[src/sv/medf_pkg.sv]
// Shared types and constants for the MIDI event delay queue.
// Used by the controller, the datapath, the top level and the checker.
package medf_pkg;

  localparam int DEFAULT_QUEUE_DEPTH  = 1024;
  localparam int DEFAULT_MAX_PER_TICK = 64;

  localparam int DELAY_W = 20;
  localparam int SIZE_W  = 8;
  localparam int BYTE_W  = 8;
  localparam int TIME_W  = 32;

  localparam logic [SIZE_W-1:0] EVENT_BYTES = SIZE_W'(3);

  typedef enum logic {
    OP_EVENT = 1'b0,
    OP_TICK  = 1'b1
  } op_t;

  typedef enum logic [1:0] {
    ST_IDLE,
    ST_CHECK,
    ST_NEXT
  } state_t;

  typedef struct packed {
    logic enq;
    logic start_read;
    logic pop;
    logic load_out;
    logic last;
    logic advance_now;
  } cmd_t;

  typedef struct packed {
    logic head_due;
    logic out_free;
  } status_t;

endpackage

[src/sv/medf_ctrl.sv]
// Controller state machine for the MIDI event delay queue.
// Depends on medf_pkg; drives commands into medf_datapath.
module medf_ctrl #(
  parameter int MAX_PER_TICK = medf_pkg::DEFAULT_MAX_PER_TICK
) (
  input  logic              clk,
  input  logic              rst,
  input  logic              in_valid,
  input  logic              operation,
  output logic              in_stall,
  input  medf_pkg::status_t status,
  output medf_pkg::cmd_t    cmd
);
  import medf_pkg::*;

  localparam int CNT_W = $clog2(MAX_PER_TICK + 1);

  state_t           state, state_next;
  logic [CNT_W-1:0] count, count_next;
  logic             more;

  always_ff @(posedge clk) begin
    if (rst) begin
      state <= ST_IDLE;
      count <= '0;
    end else begin
      state <= state_next;
      count <= count_next;
    end
  end

  always_comb begin
    state_next = state;
    count_next = count;
    cmd        = '0;
    in_stall   = (state != ST_IDLE);
    more       = 1'b0;
    unique case (state)
      ST_IDLE: begin
        if (in_valid) begin
          if (op_t'(operation) == OP_TICK) begin
            cmd.start_read = 1'b1;
            count_next     = '0;
            state_next     = ST_CHECK;
          end else begin
            cmd.enq = 1'b1;
          end
        end
      end
      ST_CHECK: begin
        if (status.head_due) begin
          cmd.pop    = 1'b1;
          count_next = count + 1'b1;
          state_next = ST_NEXT;
        end else begin
          cmd.advance_now = 1'b1;
          state_next      = ST_IDLE;
        end
      end
      ST_NEXT: begin
        // Held item is last unless head is due and count < MAX_PER_TICK.
        more = status.head_due && (count < CNT_W'(MAX_PER_TICK));
        if (status.out_free) begin
          cmd.load_out = 1'b1;
          cmd.last     = !more;
          if (more) begin
            cmd.pop    = 1'b1;
            count_next = count + 1'b1;
          end else begin
            cmd.advance_now = 1'b1;
            state_next      = ST_IDLE;
          end
        end
      end
      default: state_next = ST_IDLE;
    endcase
  end

endmodule

[config.mk]
export PLATFORM = sky130hd
export DESIGN_NAME = medf_ctrl
export DESIGN_NICKNAME = d
export VERILOG_FILES = /design/src/sv/medf_pkg.sv /design/src/sv/medf_ctrl.sv
export SDC_FILE = /design/constraint.sdc
export NUM_CORES = 1
export LEC_CHECK = 0
export BUFFER_PORTS_ARGS = -buffer_cell sky130_fd_sc_hd__clkbuf_2
export CAP_MARGIN = 20
export CELL_PAD_IN_SITES_DETAIL_PLACEMENT = 1
export CELL_PAD_IN_SITES_GLOBAL_PLACEMENT = 1
export CORE_ASPECT_RATIO = 1.5
export CORE_MARGIN = 3
export CORE_UTILIZATION = 30
export DETAILED_ROUTE_END_ITERATION = 10
export PLACE_DENSITY_LB_ADDON = 0.15
export SLEW_MARGIN = 20
export SYNTH_ARGS = -nofsm -noshare
export SYNTH_HDL_FRONTEND = slang
export SYNTH_SLANG_ARGS = --single-unit
[constraint.sdc]
create_clock -name clk -period 1.6 [get_ports clk]
set_input_delay 0.08 -clock clk [delete_from_list [all_inputs] [get_ports clk]]
set_output_delay 0.08 -clock clk [all_outputs]
set_load 0.02 [all_outputs]
==> impl_metrics.csv, run 1 <==
group,metric,value,unit
setup_path,start_kind,"flip-flop",
clocking,cts_sinks,9,
cells_and_area,drive_gt1_share,43.24,%
clocking,hold_buffers,0,
sta,max_freq,0.6200,GHz
drt,drt_wl_total,2053,um
global_route,grt_max_degree,11,
clocking,cts_tree,"built",
setup_path,critical_path.endpoint_type,"flip-flop",
worst_hold_path,hold_depth,3,
sta,finClkSkew,0.004250,ns
power,power.density,725.7,nW/um^2
placed_design,place.gp.congestion,0.6883,
clocking,clk_latency,0.26,ns
worst_hold_path,hp-class,"in2reg",
cells_and_area,antenna_cells,0,
clocking,cts_root_buf,"clkbuf_4",
run_status,status,"complete, but fails checks",
logic_synthesis,async_flop_share,0,%
sta,maxSlewHeadroom,75.39,%
sta,min_period,1.613,ns
logic_synthesis,syn_nets,98,
logic_synthesis,ys_types,35,
logic_synthesis,ys.flop_type,"dfxtp_1",
sta,fin_ws,-0.01286,ns
run_status,violations,"setup timing",
setup_path,critPathKind,"reg2reg",
sta,finalCritPeriodShare,100.8,%
run,cap_violations,0,
floorplan,die-height,65.08,um
logic_synthesis,synthCells,85,
sta,setup_viol,1,
clocking,clk_path_buf_depth,2,
floorplan,pin_count,13,
floorplan,rows,20,
logic_synthesis,yosys.area.top_type,"dfxtp_1",
drt,viasPerCell,5.594,
floorplan,fp.dieArea,2954,um^2
setup_path,reg2reg_depth,7,
sta,drv_slew,0,
sta,hold_ws,0.1459,ns
global_route,grt_pass1_wl,3332,um
drt,drc,0,
clocking,path_clk_slew,0.06,ns
setup_path,critPathArrivalTime,1.81,ns
sta,rsz0062_at_grt,"yes",
floorplan,start_util,32.82,%
logic_synthesis,syn-cell-area,698.2,um^2
cells_and_area,area_growth,37.46,%
logic_synthesis,synth_top_area_share,25.81,%
logic_synthesis,ys_seq_elements,9,
cells_and_area,fin_nets,125,
global_route,grt_use_total,15.08,%
drt,drt_iter0_drc,10,
sta,hold_viol,0,
power,p_leak,0.4401,nW
placed_design,io_buffer_count,12,
global_route,overflow,0,
global_route,antenna_found_initial,0,
drt,drt_pre_antenna_iters,4,
setup_path,path_max_fanout,8,
logic_synthesis,yosysWarnings,0,
floorplan,die_x,45.39,um
setup_path,cp.required,1.80,ns
logic_synthesis,seq_area_frac_synth,25.81,%
logic_synthesis,synth_edf_count,0,
global_route,grt_pass1_vias,756,
floorplan,core,2127,um^2
power,vdd_drop_max,0.0005286,V
logic_synthesis,synth_area_per_cell,8.214,um^2
power,total_power,0.6964,mW
placed_design,dp_hpwl,1582,um
logic_synthesis,yosys-top-cells-area,"dfxtp_1 (26%), ha_1 (13%), nand3_1 (5.0%), o21ai_0 (5.0%), inv_1 (4.8%)",
cells_and_area,utilization,45.12,%
sta,fin_tns_setup,-0.01286,ns
drt,post_drt_wl_per_cell,15.44,um
clocking,htreeDepth,1,
drt,vias,744,
drt,ant_nets,0,
clocking,cts_buffers,3,
sta,tightest_slew,0.3691,ns
final timing paths:
check	start	end	slack [ns]
hold / removal	status[1]	state[1]	0.15
setup / recovery	state[0]	count[2]	-0.01
setup reg to reg	state[0]	count[2]	-0.01
hold reg to reg	count[1]	count[1]	0.53
metrics by stage:
stage | std cells | setup WS [ns] | instance area, um^2
final | 133 | -0.01286 | 959.7
after global routing | 133 | -0.09115 | 959.7
after CTS | 128 | -0.03302 | 900.9
after detailed placement | 124 | -0.04575 | 830.8
after global placement | 124 | -0.009461 | 830.8
after floorplan | 85 | 0.01245 | 698.2
cell usage in the layout, fill, tap and decap left out, types with 2 or more instances in the layout:
cell type / instances
buf_4: 12
clkbuf_2: 10
o21ai_0: 7
nand3_1: 7
dfxtp_1: 7
inv_1: 6
nand2_1: 5
a21oi_1: 4
inv_2: 3
a32o_1: 3
ha_2: 3
clkbuf_4: 3
nor2_1: 2
and3_2: 2
nand4_1: 2
nor4_1: 2
nor3_1: 2
ha_4: 2
ha_1: 2
critical path, cell delays in order (launching register included):
cell	delay, ns
dfxtp_2	0.35
inv_4	0.06
ha_4	0.17
buf_4	0.13
or2b_1	0.24
o211ai_2	0.15
and3_4	0.29
a41o_1	0.18
layout make-up:
type,instances,area (um^2)
repair buffers,24,165.2
well taps,22,27.53
inverters,10,40.04
clock buffers,4,26.28
flip-flops and latches,9,185.2
multi-input cells,64,515.5
fillers,267,1167
what timing repair did:
item                       4_1_cts  5_1_grt
setup endpoints to repair        7        9
pin swaps                        3        7
gates resized for setup         14        8
buffers inserted                 0        5
synth_stat cells (2+ instances only):
master / count
a21oi_1: 4
o21ai_0: 7
nor4_1: 2
and3_2: 2
nand3_1: 7
a32o_1: 3
nand2_1: 6
ha_1: 7
inv_1: 9
dfxtp_1: 9
nand4_1: 2
nor3_1: 2
nor2_1: 3
cells by family (layout without fill, tap and decap cells):
| logic type | after synthesis | in the layout | synth area share [%] |
|---|---|---|---|
| AND/OR/NAND/NOR | 31 | 31 | 24.73 |
| flip-flops | 9 | 9 | 25.81 |
| adder cells (fa/ha/maj) | 7 | 7 | 12.54 |
| buffers and inverters | 12 | 38 | 6.450 |
| AO/OA/AOI/OAI | 26 | 26 | 30.47 |
power by group:
part	internal, mW	switching (mW)	total, mW
registers	0.231	0.00743	0.238
clock network	0.0961	0.0797	0.176
logic	0.131	0.151	0.282
total	0.458	0.238	0.696
flip-flops by register name, indices dropped and copies added (netlist names):
signal	count
state	2
count	7
layer usage:
layer,up-vias,share of wire (%),track usage [%],routed length [um]
li1,369,-,-,-
met1,362,42,16.33,869
met2,9,54,27.45,1111
met3,4,2.1,2.500,43
met4,0,1.3,5.495,27
met5,-,0,0,0
Note: power is estimated with default switching activity, not from simulation.
==> run 2, diff against run 1 <==
- CORE_UTILIZATION: 30 -> 35
- RECOVER_POWER: not set -> 25
==> run 2 against run 1 <==
Effect of this change: the flow now finishes without violations; sequential power is essentially flat; clock power grew 5%; design area shrank 1.7%; setup slack gained 0.064 ns; die area shrank 13%; sequential share of layout area grew 0.33 points; final cell count shrank 3.8%; count of clock-buffer cells in the layout is the same; via count shrank 1.3%; global-route usage grew 2.7 points.
==> impl_metrics.csv, run 2 (synthesis results as in run 1) <==
group,metric,value,unit
clocking,cts_tree,"built",
setup_path,reg2reg_depth,6,
power,p_leak,0.4236,nW
floorplan,pin_count,13,
setup_path,path_max_fanout,8,
floorplan,start_util,37.65,%
setup_path,max_stage_delay,0.38,ns
cells_and_area,area_growth,35.13,%
floorplan,core,1854,um^2
placed_design,io_buffer_count,12,
placed_design,place.gp.congestion,0.7162,
cells_and_area,layout_common_cells,"clkbuf_2 (11), o21ai_0 (7), nand3_1 (7), dfxtp_1 (7), buf_4 (7)",
global_route,grt_use_total,17.75,%
setup_path,critPathArrivalTime,1.72,ns
cells_and_area,largest_register_ffs,7,
drt,post_drt_wl_per_cell,16.58,um
setup_path,start_kind,"flip-flop",
clocking,clk_path_buf_depth,2,
floorplan,fp.dieArea,2578,um^2
floorplan,rows,19,
sta,min_period,1.549,ns
setup_path,path_cells,"inv_2 > ha_4 > a221oi_4 > buf_6 > nand3_1 > a32o_2",
sta,fin_tns_setup,0,ns
clocking,htreeDepth,1,
cells_and_area,drive_gt1_share,40.19,%
clocking,path_clk_slew,0.06,ns
sta,max_freq,0.6455,GHz
power,power.density,754.0,nW/um^2
setup_path,critical_path.endpoint_type,"flip-flop",
sta,hold_ws,0.1264,ns
sta,maxSlewHeadroom,72.74,%
global_route,antenna_found_initial,0,
setup_path,cp.depth,6,
global_route,overflow,0,
global_route,grt_pass1_vias,733,
cells_and_area,layout_commonest_cell,"clkbuf_2",
worst_hold_path,hp-class,"in2reg",
setup_path,critPathKind,"reg2reg",
floorplan,die-height,60.70,um
setup_path,worst_path_max_delay_cell,"dfxtp_4",
sta,tightest_slew,0.4046,ns
setup_path,path_delay_family,"compound AO/OA/AOI/OAI gates",
clocking,cts_buffers,3,
run,cap_violations,0,
floorplan,die_x,42.47,um
setup_path,reg2reg_slack,0.05,ns
sta,drv_slew,0,
clocking,hold_buffers,0,
sta,setup_viol,0,
clocking,clk_latency,0.27,ns
cells_and_area,top_regs,"count: 7 flops, state: 2 flops",
run_status,status,"finished, final reports clean",
clocking,cts_sinks,9,
drt,drt_pre_antenna_iters,4,
sta,hold_viol,0,
placed_design,dp_hpwl,1621,um
drt,drt_iter0_drc,13,
global_route,grt_pass1_wl,3381,um
power,vdd_drop_max,0.0004750,V
worst_hold_path,hold_depth,3,
setup_path,worst-path-buf-inv,2,
sta,finClkSkew,0.003061,ns
drt,drc,0,
cells_and_area,fin_nets,121,
drt,drt_wl_total,2122,um
drt,vias,734,
setup_path,cp.required,1.77,ns
drt,ant_nets,0,
cells_and_area,largest-register,"count",
clocking,cts_root_buf,"clkbuf_4",
cells_and_area,utilization,50.88,%
sta,rsz0062_at_grt,"yes",
global_route,grt_max_degree,11,
cells_and_area,antenna_cells,0,
sta,finalCritPeriodShare,96.82,%
drt,viasPerCell,5.734,
## run 2: cell types whose count changed in the layout (fill, tap and decap cells not counted)
cell	delta
ha_2	-3
ha_1	+1
buf_4	-5
clkbuf_2	+1
ha_4	+2
## run 2: power by group
group          total [mW]  internal [mW]  switching [mW]
clock network       0.184         0.0966          0.0871
registers           0.239          0.231         0.00776
logic               0.289          0.133           0.156
total               0.711          0.460           0.251
## run 2: worst min-delay path, delay by kind of cell
kind | cells | cell delay [ns]
AOI/OAI and AO/OA | 1 | 0.06
buffers and inverters | 1 | 0.12
and+or+nand+nor | 1 | 0.09
## run 2: worst paths after layout
kind | from | end
setup reg to reg | state[1] | count[6]
hold / removal | status[1] | state[1]
hold reg to reg | count[1] | count[1]
setup / recovery | state[1] | count[6]
## run 2: metrics by stage
| step | cells | area [um^2] | total power [mW] | setup slack (ns) |
|---|---|---|---|---|
| 2_1_floorplan | 85 | 698.2 | 0.3979 | 0.01245 |
| 3_3_place_gp | 123 | 829.5 | 0.4757 | -0.01818 |
| 3_5_place_dp | 123 | 829.5 | 0.4847 | -0.07680 |
| 4_1_cts | 128 | 924.6 | 0.7023 | -0.02981 |
| 5_1_grt | 128 | 943.4 | 0.7623 | -0.01314 |
| 6_report | 128 | 943.4 | 0.7113 | 0.05086 |
## run 2: cell type report
| type | count | area (um^2) |
|---|---|---|
| fill | 236 | 910.9 |
| timing repair buffer | 20 | 132.6 |
| clock buffer | 4 | 26.28 |
| multi-input combinational | 64 | 533.0 |
| tap | 21 | 26.28 |
| sequential | 9 | 185.2 |
| inverter | 10 | 40.04 |
## run 2: metal layers
layer	wire, um	vias to the layer above	part of all wire [%]	track usage [%]
li1	-	365	-	-
met1	793	351	37	18.49
met2	1218	13	57	33.99
met3	54	5	2.5	0.8902
met4	57	0	2.7	12.00
met5	0	-	0	0
## run 2: timing repair
item	CTS	global route
pin swaps	3	4
buffers inserted	1	1
endpoints found under the setup margin	9	4
gates resized for setup	18	4
